**src/rtl/hse_pkg.sv**
```systemverilog
`default_nettype none

package hse_pkg;

    localparam int UPEM_W     = 16;
    localparam int PPEM_W     = 8;
    localparam int AW_W       = 16;
    localparam int DW_W       = 8;
    localparam int BYTE_W     = 8;

    // Scaled numerator 64*ppem*aw + upem/2 stays below 2^30.
    localparam int NUM_W      = 30;
    localparam int DIV_STEP   = 3;
    localparam int DIV_STAGES = NUM_W / DIV_STEP;

    // Predicted width is (quotient + 32) / 64.
    localparam int PRED_W     = NUM_W - 5;
    localparam int S_W        = PRED_W + 1;

    localparam int MAX_BYTES  = 3;
    localparam int FIFO_DEPTH = 32;
    localparam int FIFO_AW    = $clog2(FIFO_DEPTH);
    localparam int CRED_W     = $clog2(FIFO_DEPTH + 1);

    localparam logic [UPEM_W-1:0] UPEM_RESET = UPEM_W'(2048);

    localparam logic signed [S_W-1:0] SHORT_LO   = S_W'(-139);
    localparam logic signed [S_W-1:0] SHORT_HI   = S_W'(111);
    localparam logic signed [S_W-1:0] SHORT_BIAS = S_W'(139);
    localparam logic signed [S_W-1:0] POS_LO     = S_W'(108);
    localparam logic signed [S_W-1:0] POS_HI     = S_W'(875);
    localparam logic signed [S_W-1:0] NEG_LO     = S_W'(-363);
    localparam logic signed [S_W-1:0] NEG_HI     = S_W'(-108);
    localparam logic signed [S_W-1:0] NEG_BIAS   = S_W'(108);
    localparam logic signed [S_W-1:0] LONG_HI    = S_W'(-364);
    localparam logic signed [S_W-1:0] LONG_BIAS  = S_W'(364);

    localparam logic [BYTE_W-1:0] POS_BASE  = BYTE_W'(251);
    localparam logic [BYTE_W-1:0] NEG_CODE  = BYTE_W'(254);
    localparam logic [BYTE_W-1:0] LONG_CODE = BYTE_W'(255);

    typedef struct packed {
        logic [PPEM_W-1:0] pixels_per_em;
        logic [AW_W-1:0]   adv_width;
        logic [DW_W-1:0]   device_width;
    } in_item_t;

    typedef struct packed {
        logic [BYTE_W-1:0] code_byte;
        logic              last_byte;
    } out_item_t;

    // Up to three code bytes written into the output queue in one cycle.
    typedef struct packed {
        logic [1:0]           count;
        out_item_t [MAX_BYTES-1:0] item;
    } fifo_wr_t;

endpackage

`default_nettype wire

```
**src/rtl/hse_divider.sv**
```systemverilog
`default_nettype none

module hse_divider (
    input  wire logic                         clk,
    input  wire logic                         rst_n,
    input  wire logic                         in_valid,
    input  wire logic [hse_pkg::NUM_W-1:0]    in_num,
    input  wire logic [hse_pkg::UPEM_W-1:0]   in_div,
    input  wire logic [hse_pkg::DW_W-1:0]     in_tag,
    output logic                              out_valid,
    output logic [hse_pkg::NUM_W-1:0]         out_quot,
    output logic [hse_pkg::DW_W-1:0]          out_tag
);

    localparam int NS = hse_pkg::DIV_STAGES;

    // Index 0 is the input side, index k+1 the register of stage k.
    logic [NS:0]                     v_w;
    logic [hse_pkg::NUM_W-1:0]       work_w [NS+1];
    logic [hse_pkg::UPEM_W-1:0]      rem_w  [NS+1];
    logic [hse_pkg::UPEM_W-1:0]      div_w  [NS+1];
    logic [hse_pkg::DW_W-1:0]        tag_w  [NS+1];

    logic [NS-1:0]                   valid_reg;
    logic [hse_pkg::NUM_W-1:0]       work_reg  [NS];
    logic [hse_pkg::UPEM_W-1:0]      rem_reg   [NS];
    logic [hse_pkg::UPEM_W-1:0]      div_reg   [NS];
    logic [hse_pkg::DW_W-1:0]        tag_reg   [NS];
    logic [hse_pkg::NUM_W-1:0]       work_next [NS];
    logic [hse_pkg::UPEM_W-1:0]      rem_next  [NS];

    assign v_w[0]    = in_valid;
    assign work_w[0] = in_num;
    assign rem_w[0]  = '0;
    assign div_w[0]  = in_div;
    assign tag_w[0]  = in_tag;

    for (genvar k = 0; k < NS; k++) begin : g_stage
        logic [hse_pkg::UPEM_W:0]   trial;
        logic [hse_pkg::UPEM_W-1:0] rem_t;
        logic [hse_pkg::NUM_W-1:0]  work_t;

        // The quotient bits shift into the low end of the word while the
        // numerator bits leave at the top.
        always_comb
        begin
            rem_t  = rem_w[k];
            work_t = work_w[k];
            trial  = '0;
            for (int j = 0; j < hse_pkg::DIV_STEP; j++)
            begin
                trial  = {rem_t, work_t[hse_pkg::NUM_W-1]};
                work_t = {work_t[hse_pkg::NUM_W-2:0], 1'b0};
                if (trial >= {1'b0, div_w[k]})
                begin
                    trial     = trial - {1'b0, div_w[k]};
                    work_t[0] = 1'b1;
                end
                rem_t = trial[hse_pkg::UPEM_W-1:0];
            end
            rem_next[k]  = rem_t;
            work_next[k] = work_t;
        end

        always_ff @(posedge clk or negedge rst_n)
        begin
            if (!rst_n)
            begin
                valid_reg[k] <= 1'b0;
            end
            else
            begin
                valid_reg[k] <= v_w[k];
            end
        end

        always_ff @(posedge clk)
        begin
            work_reg[k] <= work_next[k];
            rem_reg[k]  <= rem_next[k];
            div_reg[k]  <= div_w[k];
            tag_reg[k]  <= tag_w[k];
        end

        assign v_w[k+1]    = valid_reg[k];
        assign work_w[k+1] = work_reg[k];
        assign rem_w[k+1]  = rem_reg[k];
        assign div_w[k+1]  = div_reg[k];
        assign tag_w[k+1]  = tag_reg[k];
    end

    assign out_valid = v_w[NS];
    assign out_quot  = work_w[NS];
    assign out_tag   = tag_w[NS];

endmodule

`default_nettype wire

```
**src/rtl/hse_byte_fifo.sv**
```systemverilog
`default_nettype none

module hse_byte_fifo (
    input  wire logic                 clk,
    input  wire logic                 rst_n,
    input  wire hse_pkg::fifo_wr_t    wr,
    output logic                      pop,
    output logic                      out_valid,
    output hse_pkg::out_item_t        out_item
);

    hse_pkg::out_item_t               mem_reg [hse_pkg::FIFO_DEPTH];
    logic [hse_pkg::FIFO_AW-1:0]      wr_ptr_reg;
    logic [hse_pkg::FIFO_AW-1:0]      rd_ptr_reg;
    logic [hse_pkg::CRED_W-1:0]       count_reg;
    logic [hse_pkg::FIFO_AW-1:0]      wr_ptr_next;
    logic [hse_pkg::FIFO_AW-1:0]      rd_ptr_next;
    logic [hse_pkg::CRED_W-1:0]       count_next;
    logic                             out_valid_reg;
    hse_pkg::out_item_t               out_item_reg;

    assign pop = (count_reg != '0);

    always_comb
    begin
        wr_ptr_next = wr_ptr_reg + hse_pkg::FIFO_AW'(wr.count);
        rd_ptr_next = rd_ptr_reg + hse_pkg::FIFO_AW'(pop);
        count_next  = count_reg + hse_pkg::CRED_W'(wr.count) - hse_pkg::CRED_W'(pop);
    end

    always_ff @(posedge clk or negedge rst_n)
    begin
        if (!rst_n)
        begin
            wr_ptr_reg    <= '0;
            rd_ptr_reg    <= '0;
            count_reg     <= '0;
            out_valid_reg <= 1'b0;
        end
        else
        begin
            wr_ptr_reg    <= wr_ptr_next;
            rd_ptr_reg    <= rd_ptr_next;
            count_reg     <= count_next;
            out_valid_reg <= pop;
        end
    end

    always_ff @(posedge clk)
    begin
        for (int k = 0; k < hse_pkg::MAX_BYTES; k++)
        begin
            if (hse_pkg::CRED_W'(k) < hse_pkg::CRED_W'(wr.count))
            begin
                mem_reg[wr_ptr_reg + hse_pkg::FIFO_AW'(k)] <= wr.item[k];
            end
        end
        out_item_reg <= mem_reg[rd_ptr_reg];
    end

    assign out_valid = out_valid_reg;
    assign out_item  = out_item_reg;

endmodule

`default_nettype wire

```
**src/rtl/hdmx_surprise_encoder.sv**
```systemverilog
`default_nettype none

// Channel   | Ports                         | Handshake
// ----------+-------------------------------+------------------------------------
// request   | start, busy, request          | taken when start is high, busy low
// result    | result_valid, result          | one-cycle strobe, cannot be held
// config    | cfg_we, cfg_wdata             | units per em written when cfg_we
//
// A request passes from acceptance to its first code byte through one
// multiply stage, ten divider stages of three quotient bits each, one
// surprise stage, the queue write and the result register. Requests can
// enter every cycle while queue room lasts; each one holds three bytes of
// room from acceptance until its code is queued, so even one-byte codes
// settle a little below one request per cycle. The result side drains one
// byte per cycle, so a stream of requests needing three bytes each is
// limited by that drain. busy rises when the 32-byte queue has no room
// reserved for three more bytes. Reset clears the pipeline valid bits, the
// queue and sets units per em to 2048.

module hdmx_surprise_encoder (
    input  wire logic                        clk,
    input  wire logic                        rst_n,
    input  wire logic                        start,
    output logic                             busy,
    input  wire hse_pkg::in_item_t           request,
    output logic                             result_valid,
    output hse_pkg::out_item_t               result,
    input  wire logic                        cfg_we,
    input  wire logic [hse_pkg::UPEM_W-1:0]  cfg_wdata
);

    logic                              accept;
    logic [hse_pkg::UPEM_W-1:0]        upem_reg;

    logic                              a_valid_reg;
    logic [hse_pkg::NUM_W-1:0]         a_num_reg;
    logic [hse_pkg::UPEM_W-1:0]        a_div_reg;
    logic [hse_pkg::DW_W-1:0]          a_dw_reg;
    logic [hse_pkg::NUM_W-1:0]         a_num_next;
    logic [hse_pkg::UPEM_W-1:0]        a_div_next;

    logic                              q_valid;
    logic [hse_pkg::NUM_W-1:0]         q_quot;
    logic [hse_pkg::DW_W-1:0]          q_dw;

    logic                              s_valid_reg;
    logic signed [hse_pkg::S_W-1:0]    s_reg;
    logic [hse_pkg::NUM_W:0]           round_sum;
    logic [hse_pkg::PRED_W-1:0]        pred;
    logic signed [hse_pkg::S_W-1:0]    s_next;

    logic signed [hse_pkg::S_W-1:0]    short_val;
    logic signed [hse_pkg::S_W-1:0]    pos_val;
    logic signed [hse_pkg::S_W-1:0]    neg_val;
    logic signed [hse_pkg::S_W-1:0]    long_val;
    hse_pkg::fifo_wr_t                 wr;

    logic                              pop;
    logic [hse_pkg::CRED_W-1:0]        credit_reg;
    logic [hse_pkg::CRED_W-1:0]        credit_next;
    logic [1:0]                        refund;

    assign accept = start && !busy;
    assign busy   = (credit_reg < hse_pkg::CRED_W'(hse_pkg::MAX_BYTES));

    always_ff @(posedge clk or negedge rst_n)
    begin
        if (!rst_n)
        begin
            upem_reg <= hse_pkg::UPEM_RESET;
        end
        else if (cfg_we)
        begin
            upem_reg <= cfg_wdata;
        end
    end

    // Stage A: scaled numerator with the rounding half of the divisor.
    always_comb
    begin
        a_div_next = (upem_reg == '0) ? hse_pkg::UPEM_W'(1) : upem_reg;
        a_num_next = {(hse_pkg::NUM_W-6)'(request.pixels_per_em) * request.adv_width,
                      6'b0}
                     + hse_pkg::NUM_W'(a_div_next[hse_pkg::UPEM_W-1:1]);
    end

    always_ff @(posedge clk or negedge rst_n)
    begin
        if (!rst_n)
        begin
            a_valid_reg <= 1'b0;
        end
        else
        begin
            a_valid_reg <= accept;
        end
    end

    always_ff @(posedge clk)
    begin
        a_num_reg <= a_num_next;
        a_div_reg <= a_div_next;
        a_dw_reg  <= request.device_width;
    end

    hse_divider u_divider (
        .clk       (clk),
        .rst_n     (rst_n),
        .in_valid  (a_valid_reg),
        .in_num    (a_num_reg),
        .in_div    (a_div_reg),
        .in_tag    (a_dw_reg),
        .out_valid (q_valid),
        .out_quot  (q_quot),
        .out_tag   (q_dw)
    );

    // Surprise stage: round the quotient to whole pixels and subtract.
    always_comb
    begin
        round_sum = {1'b0, q_quot} + (hse_pkg::NUM_W+1)'(32);
        pred      = round_sum[hse_pkg::NUM_W:6];
        s_next    = $signed({{(hse_pkg::S_W-hse_pkg::DW_W){1'b0}}, q_dw})
                    - $signed({1'b0, pred});
    end

    always_ff @(posedge clk or negedge rst_n)
    begin
        if (!rst_n)
        begin
            s_valid_reg <= 1'b0;
        end
        else
        begin
            s_valid_reg <= q_valid;
        end
    end

    always_ff @(posedge clk)
    begin
        s_reg <= s_next;
    end

    // Encode stage: pick the code length by the range of the surprise value and queue the bytes.
    always_comb
    begin
        short_val = s_reg + hse_pkg::SHORT_BIAS;
        pos_val   = s_reg - hse_pkg::POS_LO;
        neg_val   = -(s_reg + hse_pkg::NEG_BIAS);
        long_val  = -(s_reg + hse_pkg::LONG_BIAS);
        wr        = '0;
        if (s_valid_reg)
        begin
            priority if (s_reg >= hse_pkg::SHORT_LO && s_reg <= hse_pkg::SHORT_HI)
            begin
                wr.count   = 2'd1;
                wr.item[0] = '{code_byte: short_val[7:0], last_byte: 1'b1};
            end
            else if (s_reg >= hse_pkg::POS_LO && s_reg <= hse_pkg::POS_HI)
            begin
                wr.count   = 2'd2;
                wr.item[0] = '{code_byte: hse_pkg::POS_BASE + {6'b0, pos_val[9:8]},
                               last_byte: 1'b0};
                wr.item[1] = '{code_byte: pos_val[7:0], last_byte: 1'b1};
            end
            else if (s_reg >= hse_pkg::NEG_LO && s_reg <= hse_pkg::NEG_HI)
            begin
                wr.count   = 2'd2;
                wr.item[0] = '{code_byte: hse_pkg::NEG_CODE, last_byte: 1'b0};
                wr.item[1] = '{code_byte: neg_val[7:0], last_byte: 1'b1};
            end
            else if (s_reg <= hse_pkg::LONG_HI)
            begin
                wr.count   = 2'd3;
                wr.item[0] = '{code_byte: hse_pkg::LONG_CODE, last_byte: 1'b0};
                wr.item[1] = '{code_byte: long_val[15:8], last_byte: 1'b0};
                wr.item[2] = '{code_byte: long_val[7:0], last_byte: 1'b1};
            end
            else
            begin
                wr.count   = 2'd1;
                wr.item[0] = '{code_byte: '0, last_byte: 1'b1};
            end
        end
    end

    hse_byte_fifo u_fifo (
        .clk       (clk),
        .rst_n     (rst_n),
        .wr        (wr),
        .pop       (pop),
        .out_valid (result_valid),
        .out_item  (result)
    );

    // Each request reserves three queue bytes on entry; unused ones come
    // back when its code is written, the rest as bytes leave the queue.
    always_comb
    begin
        refund      = s_valid_reg ? (2'(hse_pkg::MAX_BYTES) - wr.count) : 2'd0;
        credit_next = credit_reg
                      - (accept ? hse_pkg::CRED_W'(hse_pkg::MAX_BYTES) : '0)
                      + hse_pkg::CRED_W'(pop)
                      + hse_pkg::CRED_W'(refund);
    end

    always_ff @(posedge clk or negedge rst_n)
    begin
        if (!rst_n)
        begin
            credit_reg <= hse_pkg::CRED_W'(hse_pkg::FIFO_DEPTH);
        end
        else
        begin
            credit_reg <= credit_next;
        end
    end

endmodule

`default_nettype wire
```
**config.mk**
```make
export PLATFORM = sky130hd
export DESIGN_NAME = hdmx_surprise_encoder
export DESIGN_NICKNAME = d
export VERILOG_FILES = /design/src/rtl/hse_pkg.sv /design/src/rtl/hse_divider.sv /design/src/rtl/hse_byte_fifo.sv /design/src/rtl/hdmx_surprise_encoder.sv
export SDC_FILE = /design/constraint.sdc
export NUM_CORES = 2
export LEC_CHECK = 0
export BUFFER_PORTS_ARGS = -buffer_cell sky130_fd_sc_hd__buf_4
export CORE_MARGIN = 2
export CORE_UTILIZATION = 60
export CTS_CLUSTER_SIZE = 16
export DETAILED_ROUTE_END_ITERATION = 12
export GPL_ROUTABILITY_DRIVEN = 0
export HOLD_SLACK_MARGIN = 0.08
export PLACE_DENSITY = 0.75
export SYNTH_ARGS = -nofsm -noshare
export SYNTH_HDL_FRONTEND = slang
export SYNTH_SLANG_ARGS = --single-unit
```
**constraint.sdc**
```tcl
create_clock -name clk -period 25.1 [get_ports clk]
set_clock_uncertainty 0.15 [all_clocks]
set_input_delay 0 -clock clk [delete_from_list [all_inputs] [get_ports clk]]
set_output_delay 0 -clock clk [all_outputs]
set_load 0.02 [all_outputs]
```
==> flow_metrics.env <==
export IMPL_route_detailed_drc=0
export IMPL_clock_sinks=1000
export IMPL_worstHoldStart="request[25]"
export IMPL_cpPeakStageDelay_ns=0.62
export IMPL_hold_viol_final=0
export IMPL_drive_above_1_share_pct=10.4
export IMPL_dr_pass1_iters=9
export IMPL_cts_clk_slew_worst_paths_ns=0.06
export IMPL_rows=116
export IMPL_fin_setup_tns_ns=0
export IMPL_critPathArrivalTime_ns=9.66
export IMPL_timing_rr_start="u_divider.div_reg[1][1]"
export IMPL_core_um2=100000
export IMPL_fmax_mhz=108
export IMPL_critical_path_class="register to register"
export IMPL_grt_setup_unrepaired="false"
export IMPL_grt_pass1_vias=46900
export IMPL_synth_common_cells="dfxtp_1 (661), a21oi_1 (557), ha_1 (479)"
export IMPL_cp_required_ns=25.47
export IMPL_cts_resized=0
export IMPL_grt_max_degree=70
export IMPL_cts_root_buffer="clkbuf_16"
export IMPL_layout_nets=6795
export IMPL_syn_inst=6090
export IMPL_critPathSlowestCell="o21bai_2"
export IMPL_synth_top_area_share_pct=21.8
export IMPL_hold_class="primary input to register"
export IMPL_start_util_pct=60.5
export IMPL_drv_slew=0
export IMPL_grt_met3_usage_pct=4.86
export IMPL_cts_tree="yes"
export IMPL_startpoint="u_divider.div_reg[1][1]"
export IMPL_boundaryPins=63
export IMPL_synth_ff_type="dfxtp_1"
export IMPL_cts_buffers=100
export IMPL_die_h_um=322
export IMPL_tightest_slew_ns=1.35
export IMPL_n_fill_cell=7700
export IMPL_vias_per_cell=6.25
export IMPL_path_max_fanout=30
export IMPL_vias=47100
export IMPL_met1_usage_pct=39.3
export IMPL_synth_edf_count=288
export IMPL_clock_latency_ns=0.71
export IMPL_critPathLaunchType="register"
export IMPL_area_growth_syn_to_layout_pct=9.75
export IMPL_largest_register_ffs=288
export IMPL_yosys_cell_count_top_type="dfxtp_1"
export IMPL_cts_setup_buffers=0
export IMPL_cp_end_kind="register"
export IMPL_top_usage_layer="met2"
export IMPL_ys_seq_elements=1000
export IMPL_relSlewSlack_pct=10.1
export IMPL_async_flop_share_pct=5.10
export IMPL_yosys_top_cells_area="dfxtp_1 (22%), edfxtp_1 (14%), ha_1 (9.9%), a21oi_1 (4.6%), mux2i_1 (4.3%)"
export IMPL_ys_seq_area_share_pct=38.2
export IMPL_die_area_um2=104000
export IMPL_setup_viol=0
export IMPL_clk_path_buf_depth=3
export IMPL_yosysUniqueCellTypes=114
export IMPL_synth_top_area_cell="dfxtp_1"
export IMPL_synthesis_nets=6735
export IMPL_die_w_um=322
export IMPL_netlist_area_um2=60600
export IMPL_fin_crit_ns=9.29
export IMPL_grt_pass1_wl_mm=252
export IMPL_ctsHtreeMaxLevel=3
export IMPL_numPortBuffers=62
export IMPL_drt_first_iter_violations=4592
export IMPL_ant_nets=0
export IMPL_crit_top_cell="a21oi_1"
export IMPL_grt_usage_pct=30.5
export IMPL_postSynthAreaPerCell_um2=9.96
export IMPL_dp_hpwl_mm=115
export IMPL_status="finished clean"
export IMPL_maxCapViolCount=0
export IMPL_grt_overflow=0
export IMPL_grt_antenna_before_repair=3
export IMPL_final_period_utilization_pct=37.0
export IMPL_holdBufCountCts=77
export IMPL_wl_per_cell_um=21.1
export IMPL_yosys_warnings=0
export IMPL_gr_usage_met2_pct=50.7
export IMPL_wl_mm=159
==> path summary, 6_finish.rpt <==
kind                                                   to  slack, ns  depth (start not counted)
min in group asynchronous                   credit_reg[5]       0.26                          3
max in group asynchronous                    upem_reg[10]      24.21                          4
worst min-delay path                         a_num_reg[8]       0.11                          6
worst max-delay path              u_divider.rem_reg[2][4]      15.81                         32
worst max register to register    u_divider.rem_reg[2][4]      15.81                         32
worst min register to register  u_divider.work_reg[9][21]       0.14                          0
==> per-stage QoR <==
step | area, um^2 | worst slack [ns] | utilization [%] | instances | hold WS [ns]
global route | 66600 | 15.10 | 66.5 | 7534 | 0.153
CTS | 66500 | 15.86 | 66.4 | 7533 | 0.0896
detailed placement | 62200 | 15.92 | 62.1 | 7269 | -0.0442
floorplan | 60600 | 17.02 | - | 6090 | -0.446
finish | 66600 | 15.81 | 66.5 | 7534 | 0.109
global placement | 62200 | 16.09 | 62.1 | 7269 | -0.0439
==> cells by family after synthesis <==
logic type	share of synthesized area, %
mux	11.4
buf+inv	4.48
compound gates	15.3
fa+ha+maj	13.6
simple gates	11.3
xor+xnor	5.71
flops	38.2
==> critical path, delay by kind of cell (launching register included) <==
family / cells / cell delay (ns)
AOI/OAI and AO/OA: 21 / 5.93
adders and majority gates: 3 / 0.95
and+or+nand+nor: 5 / 0.91
buffers and inverters: 3 / 0.76
DFF: 1 / 0.37
==> cells in the final DEF, fill, tap and decap left out, types with 18 or more instances in the layout <==
cell | synthesis | layout
a211o_1 | 29 | 29
a211oi_1 | 46 | 45
a21boi_0 | 25 | 25
a21o_1 | 145 | 145
a21oi_1 | 557 | 549
a31oi_1 | 38 | 38
and2_1 | 83 | 83
and3_1 | 30 | 30
buf_4 | 2 | 101
clkbuf_16 | 0 | 102
clkinv_2 | 0 | 18
dfrtp_1 | 49 | 47
dfxtp_1 | 661 | 661
dlygate4sd3_1 | 0 | 76
edfxtp_1 | 288 | 288
fa_1 | 114 | 114
ha_1 | 479 | 479
inv_1 | 471 | 471
mux2_2 | 194 | 194
mux2i_1 | 260 | 260
mux4_2 | 90 | 90
nand2_1 | 367 | 366
nand2b_1 | 57 | 57
nand3_1 | 105 | 105
nand4_1 | 80 | 80
nor2_1 | 352 | 352
nor2b_1 | 82 | 82
nor3_1 | 100 | 98
nor4_1 | 38 | 38
o211ai_1 | 57 | 57
o21a_1 | 59 | 59
o21ai_0 | 201 | 201
o21bai_1 | 46 | 46
o221ai_1 | 37 | 36
o31ai_1 | 29 | 28
or2_2 | 19 | 19
or3_1 | 39 | 39
xnor2_1 | 247 | 247
xor2_1 | 146 | 145
==> cell type report <==
type	instances	area, um^2	area share, %
Timing Repair Buffer	178	1550	2.32
Sequential cell	1000	23200	34.8
Clock inverter	58	762	1.14
Inverter	486	1820	2.74
Antenna cell	1	2.50	0.00376
Multi-Input combinational cell	4384	34900	52.4
Clock buffer	129	2750	4.14
Tap cell	1298	1620	2.44
==> routing by layer <==
layer	part of all wire, %	up-vias
met4	4.9	0
met5	0	-
met3	7.8	512
met1	41	22400
met2	46	2143
li1	-	22000
Power is left out: the tool's default activity adds up to more than one toggle a clock period on the data nets, which glitch-free logic cannot reach.
